### src/segment_box_nearest_hit_unit_macros.svh
// ---------------------------------------------------------------------------
// Assertion macros for the segment box nearest hit unit
// Shared forms for the concurrent checks of the design.
// ---------------------------------------------------------------------------
`ifndef SEGMENT_BOX_NEAREST_HIT_UNIT_MACROS_SVH
`define SEGMENT_BOX_NEAREST_HIT_UNIT_MACROS_SVH

// The consequent must hold in the same cycle as the antecedent.
`define SBNH_ASSERT_IMP(label, ante, cons, msg) \
    label: assert property (@(posedge clk) disable iff (!rst_n) (ante) |-> (cons)) \
        else $error(msg);

// The consequent must hold in the cycle after the antecedent.
`define SBNH_ASSERT_NXT(label, ante, cons, msg) \
    label: assert property (@(posedge clk) disable iff (!rst_n) (ante) |=> (cons)) \
        else $error(msg);

`endif

### src/sbnh_pkg.sv
// ---------------------------------------------------------------------------
// sbnh_pkg
// Types and constants shared by the segment box nearest hit unit.
// ---------------------------------------------------------------------------
package sbnh_pkg;

    typedef enum logic [3:0] {
        ST_IDLE,
        ST_SQ,
        ST_SQRT_GO,
        ST_SQRT_WAIT,
        ST_BOX_RD,
        ST_AXIS,
        ST_DIV_LO_WAIT,
        ST_DIV_HI,
        ST_DIV_HI_WAIT,
        ST_SLAB,
        ST_BOX_END,
        ST_GROUND,
        ST_GROUND_WAIT,
        ST_POINT,
        ST_OUT
    } sbnh_state_t;

    typedef enum logic {
        SS_DIV,
        SS_SQRT
    } ss_mode_t;

    typedef struct packed {
        logic       start;
        ss_mode_t   mode;
        logic [5:0] steps;
    } ss_ctrl_t;

    typedef struct packed {
        logic signed [31:0] min_x;
        logic signed [31:0] min_y;
        logic signed [31:0] min_z;
        logic signed [31:0] max_x;
        logic signed [31:0] max_y;
        logic signed [31:0] max_z;
        logic [2:0]         mat;
    } box_entry_t;

    localparam int REM_W  = 40;
    localparam int FEED_W = 72;
    localparam int QUOT_W = 36;

    localparam logic FUNC_LOAD = 1'b0;
    localparam logic FUNC_CAST = 1'b1;

    localparam logic [1:0] REG_BOX_COUNT  = 2'd0;
    localparam logic [1:0] REG_GROUND_MAT = 2'd1;

    localparam logic [2:0] FACE_NONE  = 3'd0;
    localparam logic [2:0] FACE_NEG_X = 3'd1;
    localparam logic [2:0] FACE_POS_Y = 3'd4;

    localparam logic [17:0]        NO_HIT_T   = 18'd131072;
    localparam logic signed [19:0] ONE_T      = 20'sd65536;
    localparam logic [19:0]        T_SAT      = 20'd262144;
    localparam logic [5:0]         DIV_STEPS  = 6'd18;
    localparam logic [5:0]         SQRT_STEPS = 6'd36;
    localparam logic [30:0]        THICK_MAX  = 31'h7FFF_FFFF;

endpackage

### src/sbnh_mult.sv
// ---------------------------------------------------------------------------
// sbnh_mult
// Shared signed multiplier with a registered product.
// ---------------------------------------------------------------------------
module sbnh_mult
    import sbnh_pkg::*;
(
    input  logic               clk,
    input  logic signed [33:0] op_a,
    input  logic signed [33:0] op_b,
    output logic signed [67:0] prod
);

    logic signed [67:0] prod_reg;

    always_ff @(posedge clk)
    begin
        prod_reg <= op_a * op_b;
    end

    assign prod = prod_reg;

endmodule
### config.mk
export PLATFORM = sky130hd
export DESIGN_NAME = sbnh_mult
export DESIGN_NICKNAME = d
export VERILOG_FILES = /design/src/segment_box_nearest_hit_unit_macros.svh /design/src/sbnh_pkg.sv /design/src/sbnh_mult.sv
export SDC_FILE = /design/constraint.sdc
export NUM_CORES = 2
export LEC_CHECK = 0
export BUFFER_PORTS_ARGS = -buffer_cell sky130_fd_sc_hd__clkbuf_2
export CAP_MARGIN = 20
export CORE_MARGIN = 2
export CORE_UTILIZATION = 60
export CTS_CLUSTER_DIAMETER = 150
export DETAILED_ROUTE_END_ITERATION = 7
export HOLD_SLACK_MARGIN = 0.03
export PLACE_DENSITY = 0.77
export SETUP_SLACK_MARGIN = 0.4
export SYNTH_ARGS = -nofsm -noshare
export SYNTH_HDL_FRONTEND = slang
export SYNTH_SLANG_ARGS = --single-unit
### constraint.sdc
create_clock -name clk -period 9.3 [get_ports clk]
set_input_delay 0.93 -clock clk [delete_from_list [all_inputs] [get_ports clk]]
set_output_delay 0.93 -clock clk [all_outputs]
set_load 0.03 [all_outputs]
==> impl_metrics.yaml <==
clocking:
  path_clk_slew_ps: 90
  cts_made_buffers: 9
  clock_path_buffers: 2
  clockRootBuffer: "clkbuf_16"
  cts_tree: "built"
  post_cts.repair.setup_buffers: 0
  clock_sinks: 68
  htreeDepth: 3
sta:
  fin_crit_sh: 0.936
  fin_crit_ps: 8700
  setup_viol_count_final: 0
  tightestPinTransition_ps: 1040
  finalHoldViolCount: 0
  fin_ws_ps: 597
  finalSetupTns_ps: 0
  max_freq_mhz: 115
  rsz0062_at_grt: "no"
  slew_viol_final: 0
  slew_headroom: 0.309
synth:
  avgSynthCellArea_sq_um: 9.45
  syn-instance-count: 4554
  mappedNetlistArea_sq_um: 43000
  synth.distinct_cells: 69
  synth_flop_cell: "dfxtp_1"
  synth-edff-count: 0
  ys_ff_latch: 68
  ys_seq_area_frac: 0.0316
  synth-async-reset-ratio: 0
  ys_warn_count: 0
  syn_nets: 6068
placement:
  post-place-cells: 5531
  gp_congestion: 0.945
  place_ws_ps: 297
  io_buffers: 136
  hpwl_um: 95000
cells_and_area:
  area_growth_pct: 5.34
  area.sequential_sq_um: 1360
  multi_input_area_sq_um: 36100
  largest_reg_flops: 68
  stdcell_count: 5549
  final_core_util: 0.636
  num-fill-cells: 5767
  layout.nets: 6106
  drive_gt1_frac: 0.0659
worst_setup_path:
  crit_path_start_kind: "input pin"
  required_ps: 9620
  worstSetupPathType: "in -> reg"
  cp-startpoint: "op_b[14]"
  cp.arrival_ps: 9020
  setup.worst_path.end: "prod[41]$_DFF_P_"
  cp_max_fo: 29
  end_kind: "flip-flop"
drt:
  drcViolationCount: 0
  routedWlPerCell_um: 20.7
  vias: 30791
  vias_per_cell: 5.55
  final_antenna_net_count: 0
  routed_wirelength_um: 115000
  drtIter0Drc: 2378
  first_pass_iters: 6
grt:
  grt_pass1_wl_um: 188000
  grt_overflow: 0
  antenna_found_initial: 8
  gr-usage-all-layers: 0.334
  grt_max_degree: 35
  first_global_vias: 34270
status:
  status: "finished clean"
floorplan:
  die-area_sq_um: 73900
  core-area_sq_um: 71200
  die_x_um: 272
  io_pins: 137
  start_util: 0.604
  die_y_um: 272
  rows: 98
job:
  drv_cap: 0
worst_hold_path:
  hold_path.class: "in -> reg"
layer usage:
layer | routed length (um) | up-vias | track usage
met1 | 42400 | 15892 | 0.448
met5 | 74 | - | 0
li1 | - | 12867 | -
met2 | 54400 | 1654 | 0.537
met4 | 6070 | 12 | 0.145
met3 | 11700 | 366 | 0.0654
worst max-delay path: stages:
cell	delay [ps]
clkbuf_2	540
and2_1	390
fa_1	510
inv_1	50
fa_1	460
fa_1	540
inv_1	50
fa_1	490
inv_1	50
fa_1	540
inv_1	50
fa_1	440
fa_1	500
inv_1	50
fa_1	480
inv_1	50
ha_1	420
nand4_1	160
or2_2	350
o31ai_4	240
a211oi_1	130
o21ai_1	270
a21oi_1	200
o41ai_1	600
buf_4	220
xor2_1	230
synth_stat cells (6+ instances only):
cell type	instances	area, sq um
fa_1	1241	24800
inv_1	1231	4620
and2_1	621	3880
nand2_1	542	2030
clkbuf_1	214	803
ha_1	204	2550
dfxtp_1	68	1360
a21oi_1	61	305
xnor2_1	56	490
nor2_1	54	203
a21o_1	37	278
o21ai_0	31	155
xor2_1	23	201
nand2b_1	20	125
o21bai_1	12	90.1
nand3_1	11	55.1
nand4_1	11	68.8
nor2b_1	9	56.3
a31oi_1	7	43.8
o21ai_1	7	35.0
a211oi_1	6	45.0
through the flow:
| stage | instance area (sq um) | hold WS, ps |
|---|---|---|
| after floorplan | 43000 | 1060 |
| after global placement | 45000 | 1370 |
| after detailed placement | 45000 | 1370 |
| after CTS | 45300 | 1070 |
| after global routing | 45300 | 1080 |
| final | 45300 | 1090 |
final cells by class:
class	count	share of cell area
Timing Repair Buffer	255	0.0373
Tap cell	950	0.0262
Multi-Input combinational cell	3026	0.797
Antenna cell	2	0.000110
Inverter	1232	0.102
Sequential cell	68	0.0300
Clock inverter	5	0.00130
Clock buffer	11	0.00558
placed cells by master, fill, tap and decap left out, drive strengths merged, types with 9 or more instances in the layout:
cell type,Yosys,routed
clkbuf,217,147
a21oi,63,63
and2,623,623
nand2,542,542
xor2,23,23
o21bai,12,12
nand4,11,11
nor2,56,56
fa,1241,1241
ha,204,204
buf,9,119
o21ai,41,41
a31oi,10,10
nand2b,20,20
xnor2,56,56
dfxtp,68,68
nor2b,9,9
a21o,37,37
nand3,11,11
inv,1231,1232
how the worst min path moves through the flow:
stage / depth (start not counted) / start / end / slack [ps]
floorplan: 1 / op_a[0] / prod[0]$_DFF_P_ / 1060
global placement: 1 / prod[22]$_DFF_P_ / prod[22] / 1370
detailed placement: 1 / prod[46]$_DFF_P_ / prod[46] / 1370
CTS: 2 / op_a[0] / prod[0]$_DFF_P_ / 1070
global route: 2 / op_a[0] / prod[0]$_DFF_P_ / 1080
finish: 2 / op_a[0] / prod[0]$_DFF_P_ / 1090
kinds of logic (layout without fill, tap and decap cells):
logic type                 Yosys count  in the layout  share of synthesized area
AOI/OAI and AO/OA                  206            206                     0.0335
xor gates and xnor gates            79             79                     0.0161
DFF                                 68             68                     0.0316
other                                0              2                          0
and+or+nand+nor                   1296           1296                      0.154
adders and majority gates         1445           1445                      0.637
buffers and inverters             1460           1503                      0.128
what timing repair did:
| item | in CTS | in global routing |
|---|---|---|
| resized for setup | 0 | 4 |
| hold buffers | 0 | 0 |
| endpoints found under the setup margin | 0 | 5 |
Power is not shown: default switching activity piles up to over one toggle a cycle in this logic, so the estimate is an artifact.
