## config.mk

```make
export PLATFORM = sky130hd
export DESIGN_NAME = sbnh_shift_sub
export DESIGN_NICKNAME = d
export VERILOG_FILES = /design/src/segment_box_nearest_hit_unit_macros.svh /design/src/sbnh_pkg.sv /design/src/sbnh_shift_sub.sv
export SDC_FILE = /design/constraint.sdc
export NUM_CORES = 1
export LEC_CHECK = 0
export BUFFER_PORTS_ARGS = -buffer_cell sky130_fd_sc_hd__buf_2
export CORE_MARGIN = 5
export CORE_UTILIZATION = 40
export DETAILED_ROUTE_END_ITERATION = 8
export PLACE_DENSITY_LB_ADDON = 0.15
export SYNTH_ARGS = -nofsm -noshare
export SYNTH_HDL_FRONTEND = slang
export SYNTH_SLANG_ARGS = --single-unit
```

## constraint.sdc

```tcl
create_clock -name clk -period 5.5 [get_ports clk]
set_clock_uncertainty 0.1 [all_clocks]
set_input_delay 0.275 -clock clk [delete_from_list [all_inputs] [get_ports clk]]
set_output_delay 0.275 -clock clk [all_outputs]
set_load 0.05 [all_outputs]
```

## src/segment_box_nearest_hit_unit_macros.svh

```systemverilog
// ---------------------------------------------------------------------------
// Assertion macros for the segment box nearest hit unit
// Shared forms for the concurrent checks of the design.
// ---------------------------------------------------------------------------
`ifndef SEGMENT_BOX_NEAREST_HIT_UNIT_MACROS_SVH
`define SEGMENT_BOX_NEAREST_HIT_UNIT_MACROS_SVH

// The consequent must hold in the same cycle as the antecedent.
`define SBNH_ASSERT_IMP(label, ante, cons, msg) \
    label: assert property (@(posedge clk) disable iff (!rst_n) (ante) |-> (cons)) \
        else $error(msg);

// The consequent must hold in the cycle after the antecedent.
`define SBNH_ASSERT_NXT(label, ante, cons, msg) \
    label: assert property (@(posedge clk) disable iff (!rst_n) (ante) |=> (cons)) \
        else $error(msg);

`endif

```

## src/sbnh_pkg.sv

```systemverilog
// ---------------------------------------------------------------------------
// sbnh_pkg
// Types and constants shared by the segment box nearest hit unit.
// ---------------------------------------------------------------------------
package sbnh_pkg;

    typedef enum logic [3:0] {
        ST_IDLE,
        ST_SQ,
        ST_SQRT_GO,
        ST_SQRT_WAIT,
        ST_BOX_RD,
        ST_AXIS,
        ST_DIV_LO_WAIT,
        ST_DIV_HI,
        ST_DIV_HI_WAIT,
        ST_SLAB,
        ST_BOX_END,
        ST_GROUND,
        ST_GROUND_WAIT,
        ST_POINT,
        ST_OUT
    } sbnh_state_t;

    typedef enum logic {
        SS_DIV,
        SS_SQRT
    } ss_mode_t;

    typedef struct packed {
        logic       start;
        ss_mode_t   mode;
        logic [5:0] steps;
    } ss_ctrl_t;

    typedef struct packed {
        logic signed [31:0] min_x;
        logic signed [31:0] min_y;
        logic signed [31:0] min_z;
        logic signed [31:0] max_x;
        logic signed [31:0] max_y;
        logic signed [31:0] max_z;
        logic [2:0]         mat;
    } box_entry_t;

    localparam int REM_W  = 40;
    localparam int FEED_W = 72;
    localparam int QUOT_W = 36;

    localparam logic FUNC_LOAD = 1'b0;
    localparam logic FUNC_CAST = 1'b1;

    localparam logic [1:0] REG_BOX_COUNT  = 2'd0;
    localparam logic [1:0] REG_GROUND_MAT = 2'd1;

    localparam logic [2:0] FACE_NONE  = 3'd0;
    localparam logic [2:0] FACE_NEG_X = 3'd1;
    localparam logic [2:0] FACE_POS_Y = 3'd4;

    localparam logic [17:0]        NO_HIT_T   = 18'd131072;
    localparam logic signed [19:0] ONE_T      = 20'sd65536;
    localparam logic [19:0]        T_SAT      = 20'd262144;
    localparam logic [5:0]         DIV_STEPS  = 6'd18;
    localparam logic [5:0]         SQRT_STEPS = 6'd36;
    localparam logic [30:0]        THICK_MAX  = 31'h7FFF_FFFF;

endpackage

```

## src/sbnh_shift_sub.sv

```systemverilog
// ---------------------------------------------------------------------------
// sbnh_shift_sub
// Shared shift and subtract unit: one quotient bit or one root bit a cycle.
// ---------------------------------------------------------------------------
module sbnh_shift_sub
    import sbnh_pkg::*;
(
    input  logic              clk,
    input  logic              rst_n,
    input  ss_ctrl_t          ctrl,
    input  logic [REM_W-1:0]  init_rem,
    input  logic [FEED_W-1:0] feed,
    input  logic [REM_W-1:0]  divisor,
    output logic [QUOT_W-1:0] quot,
    output logic              done
);

    logic [REM_W-1:0]  rem_reg, rem_next;
    logic [FEED_W-1:0] feed_reg, feed_next;
    logic [QUOT_W-1:0] q_reg, q_next;
    logic [REM_W-1:0]  div_reg;
    ss_mode_t          mode_reg;
    logic [5:0]        cnt_reg;
    logic              busy_reg;
    logic              done_reg;
    logic [REM_W-1:0]  rem_sh;
    logic [REM_W-1:0]  trial;

    // A square root step brings down two bits and tries 4*root+1.
    always_comb
    begin
        if (mode_reg == SS_SQRT)
        begin
            rem_sh    = {rem_reg[REM_W-3:0], feed_reg[FEED_W-1 -: 2]};
            feed_next = {feed_reg[FEED_W-3:0], 2'b00};
            trial     = {2'b00, q_reg, 2'b01};
        end
        else
        begin
            rem_sh    = {rem_reg[REM_W-2:0], feed_reg[FEED_W-1]};
            feed_next = {feed_reg[FEED_W-2:0], 1'b0};
            trial     = div_reg;
        end
        if (rem_sh >= trial)
        begin
            rem_next = rem_sh - trial;
            q_next   = {q_reg[QUOT_W-2:0], 1'b1};
        end
        else
        begin
            rem_next = rem_sh;
            q_next   = {q_reg[QUOT_W-2:0], 1'b0};
        end
    end

    always_ff @(posedge clk or negedge rst_n)
    begin
        if (!rst_n)
        begin
            busy_reg <= 1'b0;
            done_reg <= 1'b0;
            cnt_reg  <= '0;
        end
        else
        begin
            if (ctrl.start)
            begin
                busy_reg <= 1'b1;
                cnt_reg  <= ctrl.steps;
                done_reg <= 1'b0;
            end
            else if (busy_reg)
            begin
                cnt_reg <= cnt_reg - 6'd1;
                if (cnt_reg == 6'd1)
                begin
                    busy_reg <= 1'b0;
                    done_reg <= 1'b1;
                end
                else
                begin
                    done_reg <= 1'b0;
                end
            end
            else
            begin
                done_reg <= 1'b0;
            end
        end
    end

    always_ff @(posedge clk)
    begin
        if (ctrl.start)
        begin
            rem_reg  <= init_rem;
            feed_reg <= feed;
            div_reg  <= divisor;
            mode_reg <= ctrl.mode;
            q_reg    <= '0;
        end
        else if (busy_reg)
        begin
            rem_reg  <= rem_next;
            feed_reg <= feed_next;
            q_reg    <= q_next;
        end
    end

    assign quot = q_reg;
    assign done = done_reg;

endmodule

```

==> results.py, run 1 <==
metrics = {
    "status": {
        "status": "completed",
    },
    "placed_design": {
        "gp_congestion": 0.8152,
        "port_buffers": 197,
        "place_ws_ps": 1001,
        "hpwl_um": 19930,
        "dp.cells": 1624,
    },
    "setup_path": {
        "r2r_slack_ps": 940,
        "path_max_fanout": 24,
        "cp.required_ps": 5570,
        "ff2ff_path_depth": 15,
        "critPathSlowestCell": "edfxtp_1",
        "worstSetupStartpointType": "flop",
        "worstReg2RegEnd": "rem_reg[14]$_DFFE_PP_",
        "max_stage_delay_ps": 450,
        "critical_path_class": "reg -> reg",
        "arrival_ps": 4640,
        "timing.rr.start": "mode_reg$_DFFE_PP_",
        "worstPathCellList": "buf_4, or2_2, ha_1, inv_1, fa_1, a211o_1, a211oi_2, o21bai_2, a211oi_4, a21oi_1, o41ai_4, buf_4, nor2_1, a211oi_1, a21oi_1",
        "end_kind": "flop",
    },
    "route": {
        "ant_nets": 0,
        "wl_per_cell_um": 16.36,
        "viasPerCell": 5.095,
        "drc": 0,
        "drt-initial-drc-count": 531,
        "wirelength_um": 28060,
        "vias": 8738,
        "dr.pass1.iters": 5,
    },
    "logic_synthesis": {
        "synth_area_um2": 11710,
        "yosysSeqAreaShare_pct": 46.83,
        "yosysMostFrequentCell": "edfxtp_1",
        "netlist_instances": 1125,
        "synth_top_area_share_pct": 38.97,
        "yosys-top-cells-area": "edfxtp_1 (39%), mux2i_1 (13%), dfxtp_1 (6.2%)",
        "synth_area_leader_cell": "edfxtp_1",
        "synth_area_per_cell_um2": 10.41,
        "synth_mux_area_share_pct": 16.84,
        "synth-simple-area-share_pct": 9.581,
        "synth_xor_area_share_pct": 2.916,
        "synth_edf_count": 152,
        "synth_common_cells": "edfxtp_1 (152), mux2i_1 (151), nand2_1 (123)",
        "synth_ff_type": "edfxtp_1",
        "synth_fa_ha_area_share_pct": 4.657,
        "syn_nets": 1330,
        "yosys.cell_types.count": 62,
        "ys_warn_count": 0,
        "synth-seq-cells": 196,
        "synth_compound_area_share_pct": 14.01,
        "synth_top_family_by_area": "multiplexers",
        "async_flop_share_pct": 4.082,
    },
    "timing": {
        "fmax_ghz": 0.2191,
        "setup_violations": 0,
        "slew_headroom_pct": 28.04,
        "min_period_over_period_pct": 82.97,
        "worst_slack_ps": 936.8,
        "final.setup.tns_ps": 0,
        "drv_slew": 0,
        "finalCriticalPeriod_ps": 4563,
        "worst_pin_slew_ps": 1079,
        "hold_slack_ps": 15.73,
        "finalHoldViolCount": 0,
        "grt_setup_unrepaired": "false",
    },
    "flow_run": {
        "maxCapViolations": 0,
    },
    "finish": {
        "largest_reg_flops": 72,
        "utilization_pct": 48.60,
        "syn_to_final_growth_pct": 19.41,
        "nets": 1523,
        "stdcell_count": 1715,
        "antenna_cells": 0,
        "nFillCells": 2754,
        "layout-drive-gt1-share_pct": 22.31,
    },
    "global_routing": {
        "grt_max_degree": 94,
        "grt_usage_pct": 16.75,
        "grt_overflow_total": 0,
        "antenna_found_initial": 1,
        "grt_pass1_wl_um": 45090,
        "first_global_vias": 8736,
    },
    "clocking": {
        "cts_buffers": 17,
        "cts_tree": "built",
        "clock_sinks": 196,
        "cts-root-buf": "clkbuf_16",
        "htree_levels": 4,
        "cts_resized": 0,
        "clk_latency_ps": 440,
        "clk_pin_slew_ps": 80,
        "clockBufferDepth": 2,
    },
    "die": {
        "num_io_pins": 199,
        "dieArea_um2": 32810,
        "rows": 62,
        "start_util_pct": 40.70,
        "fp.dieH_um": 181.1,
        "coreArea_um2": 28780,
        "die_w_um": 181.1,
    },
    "worst_hold_path": {
        "holdCritStartpoint": "feed[49]",
        "whs_path_depth": 3,
        "hold_end": "feed_reg[49]$_DFFE_PP_",
        "hold_class": "in -> reg",
    },
    "pwr": {
        "power.leakage_nw": 6.177,
        "pwr_density_cell_nw_per_um2": 453.5,
        "ir_worst_vdd_v": 0.0002750,
    },
}
critical path: cells and delay by family, from the launching register on:
family	cells	cell delay [ps]
AO/OA/AOI/OAI	8	2090
buffers and inverters	3	790
adder cells (fa/ha/maj)	2	570
AND/OR/NAND/NOR	2	270
flip-flops	1	450
cells by family after synthesis:
logic type | count (synthesis)
AOI/OAI and AO/OA | 266
adders and majority gates | 43
buffers and inverters | 123
xor gates and xnor gates | 39
and+or+nand+nor | 266
muxes | 192
DFF | 196
stage by stage:
stage	instance area [um^2]	total power, W
finish	13990	0.006343
detailed placement	12800	0.005068
CTS	13990	0.006398
floorplan	11710	0.004412
global route	13990	0.006843
global placement	12800	0.005052
cells in the final DEF (no fill, tap or decap), types with 9 or more instances in the layout:
cell type        n
inv_1           22
nor3_1          10
nand2_1        123
a21oi_1         60
edfxtp_1       152
dlygate4sd3_1   59
xnor2_1         24
xor2_1          15
a211oi_1        11
buf_4           16
o21a_1           9
a21o_1          12
clkbuf_16       17
dfxtp_1         36
o21ai_0        111
buf_2          196
o211ai_1         9
mux2i_1        151
nor2_1          90
ha_1            42
mux2_2          41
report_power, final:
part,internal [W],leakage (nW),switching (W)
clock,0.000648,0.286,0.000619
combinational,0.00131,3.91,0.00170
sequential,0.00194,1.98,0.000130
how the worst max path moves through the flow:
stage                             from                     to  slack, ps
floorplan           mode_reg$_DFFE_PP_  rem_reg[17]$_DFFE_PP_       1200
global placement    mode_reg$_DFFE_PP_   rem_reg[7]$_DFFE_PP_       1020
detailed placement  mode_reg$_DFFE_PP_  rem_reg[14]$_DFFE_PP_       1000
CTS                 mode_reg$_DFFE_PP_  rem_reg[14]$_DFFE_PP_        940
global route        mode_reg$_DFFE_PP_  rem_reg[14]$_DFFE_PP_        640
finish              mode_reg$_DFFE_PP_  rem_reg[14]$_DFFE_PP_        940
metal layers:
layer	vias to the layer above	wire (um)	global-route usage [%]	part of all wire, %
li1	4461	-	-	-
met1	4091	13890	23.88	50
met2	167	12670	26.53	45
met5	-	13	0	0.046
met3	17	1237	3.298	4.4
met4	2	242	3.693	0.86
area by class of cell:
type / instances / area [um^2] / area share [%]
Clock buffer: 17 / 425.4 / 3.041
Clock inverter: 15 / 168.9 / 1.208
Inverter: 25 / 96.34 / 0.6888
Multi-Input combinational cell: 806 / 5624 / 40.21
Sequential cell: 196 / 5487 / 39.23
Tap cell: 384 / 480.5 / 3.435
Timing Repair Buffer: 272 / 1705 / 12.19
repair_timing:
item	CTS	global route
hold buffers	59	0
setup endpoints to repair	0	0
buffers inserted	0	0
hold endpoints to repair	66	0
Note: power is estimated with default switching activity, not from simulation.
==> inputs of run 2 (changes only) <==
==> constraint.sdc (replaced) <==
create_clock -name clk -period 4.7 [get_ports clk]
set_clock_uncertainty 0.1 [all_clocks]
set_input_delay 0.235 -clock clk [delete_from_list [all_inputs] [get_ports clk]]
set_output_delay 0.235 -clock clk [all_outputs]
set_load 0.05 [all_outputs]
==> results.py, run 2 (synthesis results as in run 1) <==
metrics = {
    "status": {
        "status": "completed",
    },
    "global_routing": {
        "first_global_vias": 9203,
        "grt_usage_pct": 17.72,
        "grt_max_degree": 94,
        "grt_pass1_wl_um": 48120,
        "antenna_found_initial": 0,
        "grt_overflow_total": 0,
    },
    "route": {
        "ant_nets": 0,
        "wl_per_cell_um": 16.53,
        "viasPerCell": 5.106,
        "drt-initial-drc-count": 528,
        "top_layer_used": "met4",
        "wl_met1_um": 14500,
        "drc": 0,
        "dr_wl_met2_um": 13460,
        "vias": 9109,
        "wl_met3_um": 1292,
        "dr.pass1.iters": 4,
        "wirelength_um": 29490,
    },
    "worst_hold_path": {
        "hold_end": "feed_reg[23]$_DFFE_PP_",
        "hold_class": "in -> reg",
        "holdCritStartpoint": "feed[23]",
        "whs_path_depth": 3,
    },
    "die": {
        "num_io_pins": 199,
        "dieArea_um2": 32810,
        "rows": 62,
        "coreArea_um2": 28780,
        "fp.dieH_um": 181.1,
        "start_util_pct": 40.70,
        "die_w_um": 181.1,
    },
    "placed_design": {
        "gp_congestion": 0.8242,
        "port_buffers": 197,
        "hpwl_um": 20030,
    },
    "setup_path": {
        "critical-path-top-delay-family": "compound AO/OA/AOI/OAI gates",
        "r2r_slack_ps": 490,
        "worstSetupStartpointType": "flop",
        "cp_num_buf_inv": 3,
        "arrival_ps": 4360,
        "end_kind": "flop",
        "path_max_fanout": 27,
        "crit_top_cell": "buf_12",
        "max_stage_delay_ps": 520,
        "ff2ff_path_depth": 13,
        "critPathSlowestCell": "edfxtp_1",
        "worstReg2RegEnd": "rem_reg[24]$_DFFE_PP_",
        "worstPathCellList": "buf_12, mux2_2, ha_1, nand3_1, o22ai_1, or4b_1, nand2_1, o21ai_1, o41ai_4, buf_12, nor2_1, buf_4, a221oi_1",
        "critical_path_class": "reg -> reg",
        "cp.required_ps": 4850,
        "timing.rr.start": "mode_reg$_DFFE_PP_",
        "critPathLaunch": "mode_reg$_DFFE_PP_",
    },
    "clocking": {
        "cts-root-buf": "clkbuf_16",
        "cts_tree": "built",
        "clk_pin_slew_ps": 80,
        "clk_latency_ps": 440,
        "post-cts-setup-buffer-count": 0,
        "htree_levels": 4,
        "cts_buffers": 17,
        "clockBufferDepth": 2,
        "clock_sinks": 196,
    },
    "timing": {
        "final.setup.tns_ps": 0,
        "finalHoldViolCount": 0,
        "worst_pin_slew_ps": 998.8,
        "grt_setup_unrepaired": "false",
        "finalCriticalPeriod_ps": 4206,
        "min_period_over_period_pct": 89.49,
        "hold_slack_ps": 12.41,
        "fmax_ghz": 0.2378,
        "drv_slew": 0,
        "slew_headroom_pct": 33.00,
        "setup_violations": 0,
    },
    "pwr": {
        "power.leakage_nw": 6.482,
        "ir_worst_vdd_v": 0.0003093,
        "pwr_density_cell_nw_per_um2": 512.0,
    },
    "finish": {
        "nets": 1591,
        "layout-drive-gt1-share_pct": 21.59,
        "nFillCells": 2599,
        "final_common_cell": "buf_2",
        "largest_reg_flops": 72,
        "mostFrequentLayoutCells": "buf_2 (196), edfxtp_1 (152), mux2i_1 (151)",
        "syn_to_final_growth_pct": 25.54,
    },
    "flow_run": {
        "maxCapViolations": 0,
    },
}
[run 2: cell types whose count changed in the layout (fill, tap and decap cells not counted), sizes merged, moves of 3 or more]
cell | before | now
buf | 212 | 215
inv | 31 | 34
dlygate4sd3 | 59 | 124
clkinv | 7 | 4
[run 2: how the worst max path moves through the flow]
| stage | end | slack [ps] | cells after the start |
|---|---|---|---|
| CTS | rem_reg[24]$_DFFE_PP_ | 430 | 13 |
| global placement | rem_reg[33]$_DFFE_PP_ | 530 | 12 |
| finish | rem_reg[24]$_DFFE_PP_ | 490 | 13 |
| global route | rem_reg[24]$_DFFE_PP_ | 190 | 13 |
| detailed placement | rem_reg[19]$_DFFE_PP_ | 470 | 13 |
| floorplan | rem_reg[17]$_DFFE_PP_ | 400 | 17 |
[run 2: timing repair]
action | in CTS | in global routing
gates resized for setup | 0 | 0
hold buffers | 124 | 0
hold endpoints to repair | 131 | 0
[run 2: final cells by class]
class	instances	area [um^2]	share of cell area [%]
Clock buffer	18	439.2	2.986
Antenna cell	1	2.502	0.01702
Inverter	25	96.34	0.6551
Timing Repair Buffer	340	2441	16.60
Multi-Input combinational cell	806	5624	38.25
Sequential cell	196	5487	37.31
Tap cell	384	480.5	3.267
Clock inverter	14	135.1	0.9189
[run 2: report_power, final]
part           switching [W]  internal, W
sequential          0.000152      0.00226
clock               0.000748     0.000723
combinational        0.00201      0.00163
[run 2: worst min-delay path: cells and delay by family]
kind | cells | cell delay (ps)
AOI/OAI and AO/OA | 1 | 80
buffers and inverters | 1 | 70
and+or+nand+nor | 1 | 40
[run 2: routing by layer]
layer  track usage (%)  vias to the layer above
met5                 0                        -
met4             3.452                        0
met3             3.519                       16
met2             28.15                      189
met1             25.38                     4293
li1                  -                     4611
[run 2: stage by stage]
step | util [%] | cells | setup slack, ps | cell area, um^2 | power, W
after floorplan | - | 1125 | 400.3 | 11710 | 0.005163
final | 51.10 | 1784 | 494.1 | 14710 | 0.007528
after global routing | 51.09 | 1783 | 189.5 | 14700 | 0.008123
after global placement | 44.78 | 1627 | 532.3 | 12890 | 0.005990
after CTS | 51.09 | 1783 | 434.8 | 14700 | 0.007597
after detailed placement | 44.78 | 1627 | 472.1 | 12890 | 0.006008
==> inputs of run 3 (changes only) <==
--- a/config.mk
+++ b/config.mk
@@ -6,10 +6,13 @@
 export NUM_CORES = 1
 export LEC_CHECK = 0
 export BUFFER_PORTS_ARGS = -buffer_cell sky130_fd_sc_hd__buf_2
+export CELL_PAD_IN_SITES_DETAIL_PLACEMENT = 2
+export CELL_PAD_IN_SITES_GLOBAL_PLACEMENT = 2
 export CORE_MARGIN = 5
-export CORE_UTILIZATION = 40
+export CORE_UTILIZATION = 36
 export DETAILED_ROUTE_END_ITERATION = 8
 export PLACE_DENSITY_LB_ADDON = 0.15
+export SKIP_CTS_REPAIR_TIMING = 1
 export SYNTH_ARGS = -nofsm -noshare
 export SYNTH_HDL_FRONTEND = slang
 export SYNTH_SLANG_ARGS = --single-unit
==> results.py, run 3 (synthesis results as in run 1) <==
metrics = {
    "finish": {
        "syn_to_final_growth_pct": 24.36,
        "nFillCells": 3425,
        "largest_reg_flops": 72,
        "layout-drive-gt1-share_pct": 21.84,
        "antenna_cells": 0,
        "mostFrequentLayoutCells": "buf_2 (196), edfxtp_1 (152), mux2i_1 (151)",
        "final_common_cell": "buf_2",
        "fin_area_um2": 14570,
        "nets": 1570,
    },
    "clocking": {
        "clk_latency_ps": 460,
        "cts-root-buf": "clkbuf_16",
        "clk_pin_slew_ps": 70,
        "clock_sinks": 196,
        "cts_tree": "built",
        "htree_levels": 4,
        "cts_buffers": 17,
        "clockBufferDepth": 2,
    },
    "timing": {
        "min_period_over_period_pct": 93.04,
        "setup_violations": 0,
        "slew_headroom_pct": 37.63,
        "drv_slew": 0,
        "hold_slack_ps": -18.34,
        "fmax_ghz": 0.2287,
        "final.setup.tns_ps": 0,
        "worst_pin_slew_ps": 935.6,
        "finalHoldViolCount": 11,
        "grt_setup_unrepaired": "false",
        "finalCriticalPeriod_ps": 4373,
    },
    "flow_run": {
        "maxCapViolations": 0,
    },
    "status": {
        "status": "complete, but fails checks",
        "violations": "hold timing",
    },
    "route": {
        "ant_nets": 0,
        "wirelength_um": 35610,
        "viasPerCell": 5.151,
        "vias": 9375,
        "dr.pass1.iters": 6,
        "drt-initial-drc-count": 358,
        "drc": 0,
        "wl_per_cell_um": 19.57,
    },
    "worst_hold_path": {
        "hold_class": "in -> reg",
    },
    "die": {
        "dieArea_um2": 36250,
        "fp.dieH_um": 190.4,
        "die_w_um": 190.4,
        "rows": 66,
        "start_util_pct": 36.19,
        "coreArea_um2": 32370,
        "num_io_pins": 199,
    },
    "setup_path": {
        "path_max_fanout": 30,
        "worstSetupStartpointType": "flop",
        "critical_path_class": "reg -> reg",
        "cp.required_ps": 4790,
        "arrival_ps": 4460,
        "end_kind": "flop",
    },
    "pwr": {
        "comb_power_share_pct": 48.6,
        "power_switching_w": 0.003071,
        "pwr-share-clk_pct": 20.1,
        "switching_share_pct": 39.41,
        "power.leakage_nw": 6.385,
        "pwr_density_cell_nw_per_um2": 535.0,
        "ir_worst_vdd_v": 0.0003271,
        "p_int_w": 0.004722,
        "p_seq_share_pct": 31.3,
    },
    "global_routing": {
        "grt_max_degree": 104,
        "grt_overflow_total": 0,
        "grt_pass1_wl_um": 53350,
        "grt_usage_pct": 18.33,
        "antenna_found_initial": 1,
        "first_global_vias": 9861,
    },
    "placed_design": {
        "gp_congestion": 0.7811,
        "port_buffers": 197,
        "place_area_um2": 12950,
        "hpwl_um": 24230,
    },
}
-- run 3: cell types whose count changed in the layout (fill, tap and decap cells not counted), sizes merged --
cell	before	now
clkinvlp	1	4
inv	34	29
clkinv	4	2
buf	215	218
bufinv	0	3
diode	1	0
dlygate4sd3	124	101
-- run 3: worst max-delay path: stages (launching register included) --
cell and delay (ps):
edfxtp_1 580, buf_12 260, mux2_2 380, ha_1 320, a21oi_1 280, o22ai_1 120, or4b_1 500, nand2_1 120
o21ai_1 150, o41ai_4 440, buf_4 390, nor2_1 110, a21oi_1 220, a21oi_1 100
-- run 3: cell type report --
cell class	count	area [um^2]	share of cell area, %
clock buffer	19	432.9	2.972
inverter	25	96.34	0.6613
sequential	196	5487	37.66
timing repair buffer	319	2202	15.12
tap	442	553.0	3.796
clock inverter	13	172.7	1.185
multi-input combinational	806	5624	38.61
-- run 3: worst paths after layout --
check                                      start                endpoint  slack [ps]  cells after the start
setup reg to reg              mode_reg$_DFFE_PP_    rem_reg[6]$_DFFE_PP_         330                     13
max in group asynchronous                  rst_n      busy_reg$_DFF_PN0_        4230                      2
min in group asynchronous                  rst_n  cnt_reg[4]$_DFFE_PN0P_          80                      2
hold reg to reg            quot[21]$_SDFFE_PP0P_   quot[21]$_SDFFE_PP0P_         460                      2
setup / recovery              mode_reg$_DFFE_PP_    rem_reg[6]$_DFFE_PP_         330                     13
hold / removal                          feed[57]  feed_reg[57]$_DFFE_PP_         -20                      3
-- run 3: layer usage --
metal / GRT usage (%) / vias to the layer above / routed length (um)
met5: 0 / - / 13
met2: 31.79 / 151 / 17920
met4: 4.061 / 2 / 367
met3: 3.076 / 25 / 1233
met1: 24.14 / 4639 / 16080
li1: - / 4558 / -
-- run 3: per-stage QoR --
step | cells | total power (W) | setup slack (ps) | hold slack, ps | utilization, %
after global routing | 1820 | 0.008386 | 68.76 | -7.029 | 45.00
final | 1820 | 0.007794 | 327.3 | -18.34 | 45.00
after global placement | 1687 | 0.006053 | 416.4 | -7.900 | 40.01
after CTS | 1719 | 0.007802 | 310.7 | -506.9 | 41.88
after floorplan | 1125 | 0.005163 | 400.3 | -160.6 | -
after detailed placement | 1687 | 0.006186 | 345.5 | -3.390 | 40.01
-- run 3: power groups by stage --
stage                     Clock [W]  Combinational, W  Sequential, W
after global placement            0           0.00359        0.00246
final                       0.00157           0.00379        0.00244
after CTS                   0.00161           0.00375        0.00244
after floorplan                   0           0.00277        0.00240
after detailed placement          0           0.00371        0.00247
after global routing        0.00169           0.00422        0.00248
